===== src/sv/plff_pkg.sv =====
// Shared types and constants for the piecewise-linear feedforward unit.
// No dependencies; every other file but the assertion macro header imports it.
package plff_pkg;

    localparam int MAX_POINTS_DEFAULT = 16;
    localparam int DATA_W      = 16;
    localparam int INDEX_W     = 4;
    localparam int COUNT_W     = 5;
    localparam int STATUS_W    = 3;
    localparam int CFG_INDEX_W = 2;

    // Serial divider geometry: product magnitude over a positive temperature span
    localparam int DIV_N_W = 32;
    localparam int DIV_D_W = 16;

    localparam logic CMD_LOAD = 1'b0;
    localparam logic CMD_EVAL = 1'b1;

    localparam logic signed [DATA_W-1:0] PWM_FLOOR_RESET   = 16'sd0;
    localparam logic signed [DATA_W-1:0] PWM_CEILING_RESET = 16'sd1000;

    typedef enum logic [STATUS_W-1:0] {
        ST_INTERP = 3'd0,
        ST_BELOW  = 3'd1,
        ST_ABOVE  = 3'd2,
        ST_EMPTY  = 3'd3,
        ST_NOSEG  = 3'd4,
        ST_LOADED = 3'd5
    } status_t;

    typedef enum logic [CFG_INDEX_W-1:0] {
        CFG_POINT_COUNT = 2'd0,
        CFG_PWM_FLOOR   = 2'd1,
        CFG_PWM_CEILING = 2'd2
    } cfg_index_t;

    typedef struct packed {
        logic        [COUNT_W-1:0] point_count;
        logic signed [DATA_W-1:0]  pwm_floor;
        logic signed [DATA_W-1:0]  pwm_ceiling;
    } cfg_t;

    typedef enum logic [2:0] {
        RD_NONE,
        RD_FIRST,
        RD_SECOND,
        RD_LAST,
        RD_NEXT
    } rd_sel_t;

    typedef enum logic [2:0] {
        RES_NONE,
        RES_LOADED,
        RES_EMPTY,
        RES_BELOW,
        RES_ABOVE,
        RES_NOSEG,
        RES_CLAMP
    } res_sel_t;

    typedef struct packed {
        logic     capture;
        rd_sel_t  rd_sel;
        logic     save_prev;
        logic     mul_en;
        logic     div_start;
        logic     sum_en;
        logic     val_from_prev;
        res_sel_t res_sel;
        logic     out_load;
    } dp_cmd_t;

    typedef struct packed {
        logic is_load;
        logic empty;
        logic le_cur;
        logic ge_cur;
        logic ge_prev;
        logic temps_equal;
        logic idx_last;
        logic div_done;
    } dp_status_t;

endpackage


===== src/sv/plff_in_if.sv =====
// Input channel of the feedforward unit: valid/ready plus one command beat.
// Depends on plff_pkg.
interface plff_in_if;
    import plff_pkg::*;

    logic                      valid;
    logic                      ready;
    logic                      command;
    logic        [INDEX_W-1:0] point_index;
    logic signed [DATA_W-1:0]  point_temperature;
    logic signed [DATA_W-1:0]  point_pwm;
    logic signed [DATA_W-1:0]  setpoint;

    modport source (
        output valid, command, point_index, point_temperature, point_pwm, setpoint,
        input  ready
    );

    modport sink (
        input  valid, command, point_index, point_temperature, point_pwm, setpoint,
        output ready
    );
endinterface


===== src/sv/plff_out_if.sv =====
// Output channel of the feedforward unit: valid/ready plus one result beat.
// Depends on plff_pkg.
interface plff_out_if;
    import plff_pkg::*;

    logic                       valid;
    logic                       ready;
    logic signed [DATA_W-1:0]   pwm;
    logic        [STATUS_W-1:0] status;

    modport source (
        output valid, pwm, status,
        input  ready
    );

    modport sink (
        input  valid, pwm, status,
        output ready
    );
endinterface


===== src/sv/plff_cfg.sv =====
// Configuration register file: point count and PWM clamp limits.
// Depends on plff_pkg.
module plff_cfg (
    input  logic                                clk,
    input  logic                                rst_n,
    input  logic                                cfg_we,
    input  logic [plff_pkg::CFG_INDEX_W-1:0]    cfg_index,
    input  logic [plff_pkg::DATA_W-1:0]         cfg_data,
    output plff_pkg::cfg_t                      cfg
);
    import plff_pkg::*;

    cfg_t cfg_reg;

    // Take a write; unknown indexes are dropped
    always_ff @(posedge clk or negedge rst_n)
    begin
        if (!rst_n)
        begin
            cfg_reg.point_count <= '0;
            cfg_reg.pwm_floor   <= PWM_FLOOR_RESET;
            cfg_reg.pwm_ceiling <= PWM_CEILING_RESET;
        end
        else if (cfg_we)
        begin
            case (cfg_index)
                CFG_POINT_COUNT: cfg_reg.point_count <= cfg_data[COUNT_W-1:0];
                CFG_PWM_FLOOR:   cfg_reg.pwm_floor   <= $signed(cfg_data);
                CFG_PWM_CEILING: cfg_reg.pwm_ceiling <= $signed(cfg_data);
                default:         cfg_reg <= cfg_reg;
            endcase
        end
    end

    assign cfg = cfg_reg;
endmodule


===== src/sv/plff_div.sv =====
// Restoring serial divider, one quotient bit per cycle, unsigned operands.
// Depends on plff_pkg.
module plff_div (
    input  logic                            clk,
    input  logic                            rst_n,
    input  logic                            start,
    input  logic [plff_pkg::DIV_N_W-1:0]    dividend,
    input  logic [plff_pkg::DIV_D_W-1:0]    divisor,
    output logic                            done,
    output logic [plff_pkg::DIV_N_W-1:0]    quotient
);
    import plff_pkg::*;

    localparam int CNT_W = $clog2(DIV_N_W);

    logic               busy_reg;
    logic [CNT_W-1:0]   cnt_reg;
    logic [DIV_D_W-1:0] rem_reg;
    logic [DIV_D_W-1:0] dvs_reg;
    logic [DIV_N_W-1:0] quo_reg;
    logic [DIV_D_W:0]   rem_shift;
    logic               fits;
    logic [DIV_D_W:0]   rem_diff;

    // Trial subtract of the divisor from the shifted partial remainder
    always_comb
    begin
        rem_shift = {rem_reg, quo_reg[DIV_N_W-1]};
        rem_diff  = rem_shift - {1'b0, dvs_reg};
        fits      = (rem_shift >= {1'b0, dvs_reg});
    end

    // Advance the step counter
    always_ff @(posedge clk or negedge rst_n)
    begin
        if (!rst_n)
        begin
            busy_reg <= 1'b0;
            cnt_reg  <= '0;
        end
        else if (start)
        begin
            busy_reg <= 1'b1;
            cnt_reg  <= '0;
        end
        else if (busy_reg)
        begin
            cnt_reg <= cnt_reg + CNT_W'(1);
            if (done)
            begin
                busy_reg <= 1'b0;
            end
        end
    end

    // Shift in one quotient bit per step
    always_ff @(posedge clk)
    begin
        if (start)
        begin
            rem_reg <= '0;
            dvs_reg <= divisor;
            quo_reg <= dividend;
        end
        else if (busy_reg)
        begin
            rem_reg <= fits ? rem_diff[DIV_D_W-1:0] : rem_shift[DIV_D_W-1:0];
            quo_reg <= {quo_reg[DIV_N_W-2:0], fits};
        end
    end

    assign done     = busy_reg && (cnt_reg == CNT_W'(DIV_N_W - 1));
    assign quotient = quo_reg;
endmodule


===== src/sv/plff_ctrl.sv =====
// Sequencer for load and evaluate commands: table scan, divide, clamp, hand-off.
// Depends on plff_pkg; drives the datapath through dp_cmd_t.
module plff_ctrl (
    input  logic                    clk,
    input  logic                    rst_n,
    input  logic                    in_valid,
    output logic                    in_ready,
    output logic                    out_valid,
    input  logic                    out_ready,
    input  plff_pkg::dp_status_t    sts,
    output plff_pkg::dp_cmd_t       cmd
);
    import plff_pkg::*;

    typedef enum logic [3:0] {
        S_IDLE,
        S_DECODE,
        S_FIRST,
        S_LAST,
        S_SCAN,
        S_MUL,
        S_DIV,
        S_SUM,
        S_CLAMP,
        S_FINISH
    } state_t;

    state_t state_reg;
    state_t state_next;
    logic   out_valid_reg;
    logic   out_valid_next;

    // Next state and datapath commands
    always_comb
    begin
        state_next     = state_reg;
        out_valid_next = out_valid_reg;
        cmd            = '0;
        cmd.rd_sel     = RD_NONE;
        cmd.res_sel    = RES_NONE;

        // Drop the result once the sink takes it
        if (out_valid_reg && out_ready)
        begin
            out_valid_next = 1'b0;
        end

        case (state_reg)
            S_IDLE:
            begin
                if (in_valid)
                begin
                    cmd.capture = 1'b1;
                    state_next  = S_DECODE;
                end
            end
            S_DECODE:
            begin
                if (sts.is_load)
                begin
                    cmd.res_sel = RES_LOADED;
                    state_next  = S_FINISH;
                end
                else if (sts.empty)
                begin
                    cmd.res_sel = RES_EMPTY;
                    state_next  = S_FINISH;
                end
                else
                begin
                    cmd.rd_sel = RD_FIRST;
                    state_next = S_FIRST;
                end
            end
            S_FIRST:
            begin
                if (sts.le_cur)
                begin
                    cmd.res_sel = RES_BELOW;
                    state_next  = S_FINISH;
                end
                else
                begin
                    cmd.save_prev = 1'b1;
                    cmd.rd_sel    = RD_LAST;
                    state_next    = S_LAST;
                end
            end
            S_LAST:
            begin
                if (sts.ge_cur)
                begin
                    cmd.res_sel = RES_ABOVE;
                    state_next  = S_FINISH;
                end
                else
                begin
                    cmd.rd_sel = RD_SECOND;
                    state_next = S_SCAN;
                end
            end
            S_SCAN:
            begin
                if (sts.ge_prev && sts.le_cur)
                begin
                    if (sts.temps_equal)
                    begin
                        cmd.val_from_prev = 1'b1;
                        state_next        = S_CLAMP;
                    end
                    else
                    begin
                        cmd.mul_en = 1'b1;
                        state_next = S_MUL;
                    end
                end
                else if (sts.idx_last)
                begin
                    cmd.res_sel = RES_NOSEG;
                    state_next  = S_FINISH;
                end
                else
                begin
                    cmd.save_prev = 1'b1;
                    cmd.rd_sel    = RD_NEXT;
                end
            end
            S_MUL:
            begin
                cmd.div_start = 1'b1;
                state_next    = S_DIV;
            end
            S_DIV:
            begin
                if (sts.div_done)
                begin
                    state_next = S_SUM;
                end
            end
            S_SUM:
            begin
                cmd.sum_en = 1'b1;
                state_next = S_CLAMP;
            end
            S_CLAMP:
            begin
                cmd.res_sel = RES_CLAMP;
                state_next  = S_FINISH;
            end
            S_FINISH:
            begin
                // Hold until the output register is free or being emptied
                if (!out_valid_reg || out_ready)
                begin
                    cmd.out_load   = 1'b1;
                    out_valid_next = 1'b1;
                    state_next     = S_IDLE;
                end
            end
            default:
            begin
                state_next = S_IDLE;
            end
        endcase
    end

    // State and output valid
    always_ff @(posedge clk or negedge rst_n)
    begin
        if (!rst_n)
        begin
            state_reg     <= S_IDLE;
            out_valid_reg <= 1'b0;
        end
        else
        begin
            state_reg     <= state_next;
            out_valid_reg <= out_valid_next;
        end
    end

    assign in_ready  = (state_reg == S_IDLE);
    assign out_valid = out_valid_reg;
endmodule


===== src/sv/plff_dp.sv =====
// Datapath: breakpoint memory, segment compare, multiply, serial divide, clamp.
// Depends on plff_pkg and plff_div; steered by plff_ctrl through dp_cmd_t.
module plff_dp #(
    parameter int MAX_POINTS = plff_pkg::MAX_POINTS_DEFAULT
) (
    input  logic                                clk,
    input  logic                                rst_n,
    input  plff_pkg::dp_cmd_t                   cmd,
    output plff_pkg::dp_status_t                sts,
    input  plff_pkg::cfg_t                      cfg,
    input  logic                                command,
    input  logic [plff_pkg::INDEX_W-1:0]        point_index,
    input  logic signed [plff_pkg::DATA_W-1:0]  point_temperature,
    input  logic signed [plff_pkg::DATA_W-1:0]  point_pwm,
    input  logic signed [plff_pkg::DATA_W-1:0]  setpoint,
    output logic signed [plff_pkg::DATA_W-1:0]  pwm,
    output logic [plff_pkg::STATUS_W-1:0]       status
);
    import plff_pkg::*;

    localparam int AW = (MAX_POINTS > 1) ? $clog2(MAX_POINTS) : 1;
    localparam int CW = $clog2(MAX_POINTS + 1);
    localparam int EW = 2 * DATA_W;

    // Breakpoint memory: temperature in the upper half, PWM in the lower
    logic [EW-1:0] mem [MAX_POINTS];
    logic [EW-1:0] rd_data_reg;
    logic [AW-1:0] idx_reg;
    logic [AW-1:0] rd_addr;
    logic [AW-1:0] wr_addr;
    logic          wr_ok;

    logic                       load_reg;
    logic signed [DATA_W-1:0]   sv_reg;
    logic signed [DATA_W-1:0]   prev_t_reg;
    logic signed [DATA_W-1:0]   prev_p_reg;
    logic signed [DATA_W-1:0]   cur_t;
    logic signed [DATA_W-1:0]   cur_p;

    logic [CW-1:0]  n_eff;
    logic [AW-1:0]  last_idx;

    logic signed [DATA_W:0]     dx;
    logic signed [DATA_W:0]     dy;
    logic signed [DATA_W:0]     span;
    logic signed [2*DATA_W+1:0] prod_reg;
    logic [2*DATA_W+1:0]        prod_mag;
    logic [DIV_D_W-1:0]         span_reg;
    logic                       neg_reg;

    logic                       div_done;
    logic [DIV_N_W-1:0]         quo;
    logic signed [DATA_W:0]     q_mag;
    logic signed [DATA_W+1:0]   val_reg;
    logic signed [DATA_W+1:0]   floor_ext;
    logic signed [DATA_W+1:0]   ceil_ext;
    logic signed [DATA_W-1:0]   clamped;

    logic signed [DATA_W-1:0]   res_pwm_reg;
    logic [STATUS_W-1:0]        res_status_reg;
    logic signed [DATA_W-1:0]   out_pwm_reg;
    logic [STATUS_W-1:0]        out_status_reg;

    // Points in use, limited to the table depth
    always_comb
    begin
        if (int'(cfg.point_count) > MAX_POINTS)
        begin
            n_eff = CW'(MAX_POINTS);
        end
        else
        begin
            n_eff = CW'(cfg.point_count);
        end
        last_idx = AW'(n_eff - CW'(1));
    end

    assign wr_ok   = (int'(point_index) < MAX_POINTS);
    assign wr_addr = AW'(point_index);

    // Read address for the next table access
    always_comb
    begin
        case (cmd.rd_sel)
            RD_FIRST:  rd_addr = '0;
            RD_SECOND: rd_addr = AW'(1);
            RD_LAST:   rd_addr = last_idx;
            RD_NEXT:   rd_addr = idx_reg + AW'(1);
            default:   rd_addr = idx_reg;
        endcase
    end

    // Write a breakpoint on an accepted load beat
    always_ff @(posedge clk)
    begin
        if (cmd.capture && (command == CMD_LOAD) && wr_ok)
        begin
            mem[wr_addr] <= {point_temperature, point_pwm};
        end
    end

    // Registered table read
    always_ff @(posedge clk)
    begin
        if (cmd.rd_sel != RD_NONE)
        begin
            rd_data_reg <= mem[rd_addr];
            idx_reg     <= rd_addr;
        end
    end

    assign cur_t = $signed(rd_data_reg[EW-1:DATA_W]);
    assign cur_p = $signed(rd_data_reg[DATA_W-1:0]);

    // Latch the beat and the lower end of the current segment
    always_ff @(posedge clk)
    begin
        if (cmd.capture)
        begin
            load_reg <= (command == CMD_LOAD);
            sv_reg   <= setpoint;
        end
        if (cmd.save_prev)
        begin
            prev_t_reg <= cur_t;
            prev_p_reg <= cur_p;
        end
    end

    // Segment deltas; dx and span are never negative on a bracketing segment
    always_comb
    begin
        dx   = (DATA_W+1)'(sv_reg) - (DATA_W+1)'(prev_t_reg);
        dy   = (DATA_W+1)'(cur_p) - (DATA_W+1)'(prev_p_reg);
        span = (DATA_W+1)'(cur_t) - (DATA_W+1)'(prev_t_reg);
    end

    // Multiply stage
    always_ff @(posedge clk)
    begin
        if (cmd.mul_en)
        begin
            prod_reg <= dx * dy;
            span_reg <= span[DIV_D_W-1:0];
            neg_reg  <= dy[DATA_W];
        end
    end

    assign prod_mag = neg_reg ? -prod_reg : prod_reg;

    plff_div u_div (
        .clk      (clk),
        .rst_n    (rst_n),
        .start    (cmd.div_start),
        .dividend (prod_mag[DIV_N_W-1:0]),
        .divisor  (span_reg),
        .done     (div_done),
        .quotient (quo)
    );

    // Quotient never exceeds the PWM step, so its low half is the whole value
    assign q_mag = $signed({1'b0, quo[DATA_W-1:0]});

    // Restore sign, add the segment base, or pass the base through for a flat step
    always_ff @(posedge clk)
    begin
        if (cmd.sum_en)
        begin
            val_reg <= (neg_reg ? -(DATA_W+2)'(q_mag) : (DATA_W+2)'(q_mag))
                       + (DATA_W+2)'(prev_p_reg);
        end
        else if (cmd.val_from_prev)
        begin
            val_reg <= (DATA_W+2)'(prev_p_reg);
        end
    end

    // Clamp, floor first
    always_comb
    begin
        floor_ext = (DATA_W+2)'(cfg.pwm_floor);
        ceil_ext  = (DATA_W+2)'(cfg.pwm_ceiling);
        if (val_reg < floor_ext)
        begin
            clamped = cfg.pwm_floor;
        end
        else if (val_reg > ceil_ext)
        begin
            clamped = cfg.pwm_ceiling;
        end
        else
        begin
            clamped = val_reg[DATA_W-1:0];
        end
    end

    // Result register
    always_ff @(posedge clk)
    begin
        case (cmd.res_sel)
            RES_LOADED:
            begin
                res_pwm_reg    <= '0;
                res_status_reg <= ST_LOADED;
            end
            RES_EMPTY:
            begin
                res_pwm_reg    <= '0;
                res_status_reg <= ST_EMPTY;
            end
            RES_BELOW:
            begin
                res_pwm_reg    <= cur_p;
                res_status_reg <= ST_BELOW;
            end
            RES_ABOVE:
            begin
                res_pwm_reg    <= cur_p;
                res_status_reg <= ST_ABOVE;
            end
            RES_NOSEG:
            begin
                res_pwm_reg    <= '0;
                res_status_reg <= ST_NOSEG;
            end
            RES_CLAMP:
            begin
                res_pwm_reg    <= clamped;
                res_status_reg <= ST_INTERP;
            end
            default:
            begin
                res_pwm_reg    <= res_pwm_reg;
                res_status_reg <= res_status_reg;
            end
        endcase
    end

    // Output register
    always_ff @(posedge clk)
    begin
        if (cmd.out_load)
        begin
            out_pwm_reg    <= res_pwm_reg;
            out_status_reg <= res_status_reg;
        end
    end

    assign pwm    = out_pwm_reg;
    assign status = out_status_reg;

    // Status back to the sequencer
    always_comb
    begin
        sts.is_load     = load_reg;
        sts.empty       = (n_eff == '0);
        sts.le_cur      = (sv_reg <= cur_t);
        sts.ge_cur      = (sv_reg >= cur_t);
        sts.ge_prev     = (sv_reg >= prev_t_reg);
        sts.temps_equal = (prev_t_reg == cur_t);
        sts.idx_last    = (idx_reg == last_idx);
        sts.div_done    = div_done;
    end
endmodule


===== src/sv/piecewise_linear_feedforward_unit.sv =====
// Top level of the piecewise-linear feedforward unit.
// Depends on plff_pkg, plff_in_if, plff_out_if, plff_cfg, plff_ctrl, plff_dp.
//
//   Port     Direction  Handshake         Carries
//   in_ch    sink       valid/ready       load point or evaluate setpoint
//   out_ch   source     valid/ready       pwm and status, one per input beat
//   cfg_*    sink       cfg_we only       point_count, pwm_floor, pwm_ceiling
//
// One beat at a time. A load goes from decode straight to the hand-off.
// An evaluate skips the scan and the divider when it falls outside the table or the
// table is empty; when it interpolates over n points it makes one read per segment
// through the single table read port, then runs the serial divider.
// Reset clears the sequencer and configuration; the table keeps no reset value.
// A result waits in the output register while the next beat is taken.
module piecewise_linear_feedforward_unit #(
    parameter int MAX_POINTS = plff_pkg::MAX_POINTS_DEFAULT
) (
    input  logic                                clk,
    input  logic                                rst_n,
    input  logic                                cfg_we,
    input  logic [plff_pkg::CFG_INDEX_W-1:0]    cfg_index,
    input  logic [plff_pkg::DATA_W-1:0]         cfg_data,
    plff_in_if.sink                             in_ch,
    plff_out_if.source                          out_ch
);
    import plff_pkg::*;

    cfg_t       cfg;
    dp_cmd_t    cmd;
    dp_status_t sts;

    plff_cfg u_cfg (
        .clk       (clk),
        .rst_n     (rst_n),
        .cfg_we    (cfg_we),
        .cfg_index (cfg_index),
        .cfg_data  (cfg_data),
        .cfg       (cfg)
    );

    plff_ctrl u_ctrl (
        .clk       (clk),
        .rst_n     (rst_n),
        .in_valid  (in_ch.valid),
        .in_ready  (in_ch.ready),
        .out_valid (out_ch.valid),
        .out_ready (out_ch.ready),
        .sts       (sts),
        .cmd       (cmd)
    );

    plff_dp #(
        .MAX_POINTS (MAX_POINTS)
    ) u_dp (
        .clk               (clk),
        .rst_n             (rst_n),
        .cmd               (cmd),
        .sts               (sts),
        .cfg               (cfg),
        .command           (in_ch.command),
        .point_index       (in_ch.point_index),
        .point_temperature (in_ch.point_temperature),
        .point_pwm         (in_ch.point_pwm),
        .setpoint          (in_ch.setpoint),
        .pwm               (out_ch.pwm),
        .status            (out_ch.status)
    );
endmodule


===== src/flat_wrapper.sv =====
// flat-port wrapper written by rule: the top's interface ports become plain ports
module piecewise_linear_feedforward_unit_flat import plff_pkg::*;
#(
    parameter int MAX_POINTS = plff_pkg::MAX_POINTS_DEFAULT
)
  (clk, rst_n, cfg_we, cfg_index, cfg_data, in_ch_valid, in_ch_command, in_ch_point_index, in_ch_point_temperature, in_ch_point_pwm, in_ch_setpoint, in_ch_ready, out_ch_valid, out_ch_pwm, out_ch_status, out_ch_ready);
  plff_in_if in_ch_i ();
  plff_out_if out_ch_i ();
  input  logic clk;
  input  logic rst_n;
  input  logic cfg_we;
  input  logic [plff_pkg::CFG_INDEX_W-1:0] cfg_index;
  input  logic [plff_pkg::DATA_W-1:0] cfg_data;
  input wire logic [$bits(in_ch_i.valid)-1:0] in_ch_valid;
  input wire logic [$bits(in_ch_i.command)-1:0] in_ch_command;
  input wire logic [$bits(in_ch_i.point_index)-1:0] in_ch_point_index;
  input wire logic [$bits(in_ch_i.point_temperature)-1:0] in_ch_point_temperature;
  input wire logic [$bits(in_ch_i.point_pwm)-1:0] in_ch_point_pwm;
  input wire logic [$bits(in_ch_i.setpoint)-1:0] in_ch_setpoint;
  output wire logic [$bits(in_ch_i.ready)-1:0] in_ch_ready;
  output wire logic [$bits(out_ch_i.valid)-1:0] out_ch_valid;
  output wire logic [$bits(out_ch_i.pwm)-1:0] out_ch_pwm;
  output wire logic [$bits(out_ch_i.status)-1:0] out_ch_status;
  input wire logic [$bits(out_ch_i.ready)-1:0] out_ch_ready;
  assign in_ch_i.valid = in_ch_valid;
  assign in_ch_i.command = in_ch_command;
  assign in_ch_i.point_index = in_ch_point_index;
  assign in_ch_i.point_temperature = in_ch_point_temperature;
  assign in_ch_i.point_pwm = in_ch_point_pwm;
  assign in_ch_i.setpoint = in_ch_setpoint;
  assign in_ch_ready = in_ch_i.ready;
  assign out_ch_valid = out_ch_i.valid;
  assign out_ch_pwm = out_ch_i.pwm;
  assign out_ch_status = out_ch_i.status;
  assign out_ch_i.ready = out_ch_ready;
  piecewise_linear_feedforward_unit #(.MAX_POINTS(MAX_POINTS)) u_core (.clk(clk), .rst_n(rst_n), .cfg_we(cfg_we), .cfg_index(cfg_index), .cfg_data(cfg_data), .in_ch(in_ch_i), .out_ch(out_ch_i));
endmodule

===== config.mk =====
export PLATFORM = sky130hd
export DESIGN_NAME = piecewise_linear_feedforward_unit_flat
export DESIGN_NICKNAME = d
export VERILOG_FILES = /design/src/sv/plff_pkg.sv /design/src/sv/plff_in_if.sv /design/src/sv/plff_out_if.sv /design/src/sv/plff_cfg.sv /design/src/sv/plff_div.sv /design/src/sv/plff_ctrl.sv /design/src/sv/plff_dp.sv /design/src/sv/piecewise_linear_feedforward_unit.sv /design/src/flat_wrapper.sv
export SDC_FILE = /design/constraint.sdc
export NUM_CORES = 2
export LEC_CHECK = 0
export ABC_AREA = 1
export BUFFER_PORTS_ARGS = -buffer_cell sky130_fd_sc_hd__buf_2
export CORE_ASPECT_RATIO = 1.4
export CORE_MARGIN = 10
export CORE_UTILIZATION = 50
export DETAILED_ROUTE_END_ITERATION = 6
export PLACE_DENSITY_LB_ADDON = 0.25
export SLEW_MARGIN = 40
export SYNTH_ARGS = -nofsm -noshare
export SYNTH_HDL_FRONTEND = slang
export SYNTH_SLANG_ARGS = --single-unit

===== constraint.sdc =====
create_clock -name clk -period 6.7 [get_ports clk]
set_clock_uncertainty 0.05 [all_clocks]
set_input_delay 1.005 -clock clk [delete_from_list [all_inputs] [get_ports clk]]
set_output_delay 1.005 -clock clk [all_outputs]
set_load 0.1 [all_outputs]

==> results <==
- The number of clock buffers inserted by TritonCTS is 82.
- The number of H-tree levels is 3.
- The die covers 113000 um2.
- The number of different library cells used by synthesis comes to 54.
- The layout overhead on the synthesized area is 17.5%.
- Counting flops with an async set or reset pin after synthesis yields a share of 5.90%.
- The flow ran to the end, but the final reports show violations.
- The worst setup margin is -276 ps.
- The most numerous cell type found on the critical path is fa_1.
- The total number of yosys warnings is 0.
- Of the available clock period, the critical path in the final layout requires 104%.
- The largest single stage delay on the critical path is 540 ps.
- Of all cell types, the one taking the most synthesized area is edfxtp_1.
- The number of I/O port buffers is 96.
- The top cell type by area accounts for 45.2% of the synthesized area.
- Counting along the longest clock path gives a buffer depth of 3.
- The number of global-route vias before repair is 36900.
- The largest net degree at the start of global routing is 158.
- Wires add up to 133000 um.
- Excluding fillers, the count of instances in the completed layout stands at 6860.
- The TritonCTS clock tree is yes.
- The total via count in the routed design is 36600.
- Setup repair after global routing could not meet its margin everywhere.
- The tightest min-delay check is of the reg2reg type.
- The register with the most flip-flops in the layout has 512 of them.
- After technology mapping, the gate count stands at 5070.
- The highest-delay cell along the critical path is fa_1.
- STA classifies the critical path endpoint as a register.
- The worst-margin pin slew is 907 ps.
- Summed over all layers, the global routing overflow is 0.
- The initial core utilization is 50.6%.
- The synthesized design contains 814 register bits.
- The first global-routing pass estimated 205000 um of wire.
- The sum of buffers and inverters on the critical path is 7.
- The number of setup violations in the final report is 15.
- The type of the worst setup path is reg2reg.
- The total routing resource utilization after global routing is 23.4%.
- By area the synthesized netlist is led by edfxtp_1 (45%), fa_1 (12%), inv_1 (7.4%).
- The standard-cell row count is 136.
- The number of sinks driven by the clock tree is 814.
- The proportion of synthesized chip area in sequential cells is 48.3%.
- After legalization and detailed placement, the total HPWL measured 93200 um.
- The number of antenna violations at the first check in global routing is 22.
- In the final layout, the share of cells above drive strength 1 is 16.1%.
- Of all nets on the critical path, the largest fanout is 5.
- The die span in x is 287 um.
- When the netlist entered floorplanning its net count stood at 5653.
- The number of vias per cell is 5.33.
- Dividing the detail-routed wire length by the instance count gives 19.4 um.
- Timing would allow up to 143 MHz.
- Timing analysis after detailed placement gives a worst setup slack of -516 ps.
- The final-report hold violation count came to 0.
- The count of flip-flops with a built-in enable after synthesis is 750.
- STA classifies the critical path startpoint as a register.
- The number of iterations in the first detailed-routing pass is 7.
- The dominant register cell in the synthesized netlist is edfxtp_1.
- The number of max-slew violations in the final report is 0.
- From bottom edge to top edge, the die measures 393 um.
- The DRC violation total after the first TritonRoute iteration is 2824.
- The checks that failed: negative setup slack.
- Clock-pin slew was measured on the worst setup and hold paths at 70 ps.
- The post-synthesis area per instance is 9.83 um2.
- The core area is 98500 um2.
- The total instance count after detailed placement is 6655.
- The clock period minus worst slack is 6980 ps.
- In this run the tightest slew margin relative to its limit is 39.4%.
- In the routed design, unresolved DRC markers number 0.
- The top-level I/O count is 97.
- Data on the critical path arrives at its endpoint at 7360 ps.
- The net count of the finished layout is 6060.
- The clock latency on the worst-skew pair is 700 ps.
- The max-capacitance violation count is 0.
- The master cell of the clock root buffer is clkbuf_16.
- The post-route antenna net violation count is 0.
- The final weighted congestion in routability-driven placement is 0.939.
- The worst hold margin is 362 ps.
- The largest delay contributor family on the critical path is adder cells.
- The required time at the endpoint of the critical path is 7090 ps.
- The mapped netlist covers 49800 um2.
-- worst reg2reg max path, delay by kind of cell, from the launching register on --
family | cells | cell delay (ps)
compound gates | 10 | 1400
flops | 1 | 430
buf+inv | 7 | 640
xor+xnor | 2 | 290
fa+ha+maj | 9 | 3840
simple gates | 2 | 110
-- repair_timing --
action	in CTS	in global routing
buffers inserted	32	23
endpoints found under the setup margin	17	19
pin swaps	86	43
gates resized for setup	124	89
hold buffers	0	0
-- cell families after synthesis --
logic type	after synthesis	synth area share, %
compound gates	407	4.59
xor+xnor	145	2.56
fa+ha+maj	507	17.1
buf+inv	1186	9.24
flops	814	48.3
simple gates	2011	18.3
-- cells in the mapped netlist (3+ instances only) --
master       n
nor3_1      27
nand4_1     17
inv_2        6
nor2_1     271
clkbuf_1    74
edfxtp_1   750
clkinv_1    10
dfstp_2      6
nand2_1    867
nand2_2      4
o2111ai_1    6
nor4_1       7
a31oi_1     11
buf_1        9
nand3_1    657
inv_1      980
fa_1       287
o21bai_1    13
buf_4        7
or2_2       13
o211ai_1    44
xnor2_1     51
nand3_2      3
xor2_1      93
a21boi_0     6
o21ai_0    172
a21oi_1    132
a211oi_1     5
o21ai_1      4
a21o_1       3
buf_2      100
nand3b_1   133
dfrtp_1     42
ha_1       220
dfxtp_1     16
-- layout by cell type, fill, tap and decap left out, types with 44 or more instances in the layout --
cell and count:
fa_1 277, o211ai_1 44, buf_2 96, xor2_1 88
a21oi_1 109, nand3_1 653, inv_1 942, o21ai_0 158
buf_4 365, clkbuf_16 82, xnor2_1 44, edfxtp_1 750
nor2_1 230, nand2_1 824, ha_1 192, nand3b_1 133
-- worst paths after layout --
kind                                            from                       endpoint  slack [ps]  cells past startpoint
setup / recovery           u_core.u_dp.prev_t_reg[0]       u_core.u_dp.prod_reg[28]        -280                     30
hold / removal              u_core.u_dp.span_reg[12]  u_core.u_dp.u_div.dvs_reg[12]         360                      0
setup reg to reg           u_core.u_dp.prev_t_reg[0]       u_core.u_dp.prod_reg[28]        -280                     30
hold reg to reg             u_core.u_dp.span_reg[12]  u_core.u_dp.u_div.dvs_reg[12]         360                      0
max in group asynchronous                      rst_n        u_core.u_ctrl.out_valid        5770                      2
min in group asynchronous                      rst_n           u_core.u_cfg.cfg[23]         390                      2
-- cell type report --
cell class	instances	area, um2
fillers	8122	40000
repair buffers	513	4020
flip-flops and latches	814	24100
diodes	5	12.5
clock buffers	103	2130
well taps	1311	1640
clock inverters	48	564
inverters	996	3760
multi-input cells	3070	22400
-- per-stage QoR --
step,utilization [%],setup TNS [ps],instance area [um2]
2_1_floorplan,-,-552,50100
3_3_place_gp,55.3,-3580,54500
3_5_place_dp,55.4,-5120,54600
4_1_cts,58.9,-1670,58000
5_1_grt,59.4,-7480,58600
6_report,59.4,-2740,58600
-- per-layer routing --
metal	vias to the layer above	track usage [%]	share of wire (%)
met5	-	0	0.14
met4	28	13.0	5.9
met3	379	3.73	5.7
met2	1094	41.9	52
met1	17700	26.0	37
li1	17300	-	-
Power is not shown: default switching activity piles up to over one toggle a cycle in this logic, so the estimate is an artifact.
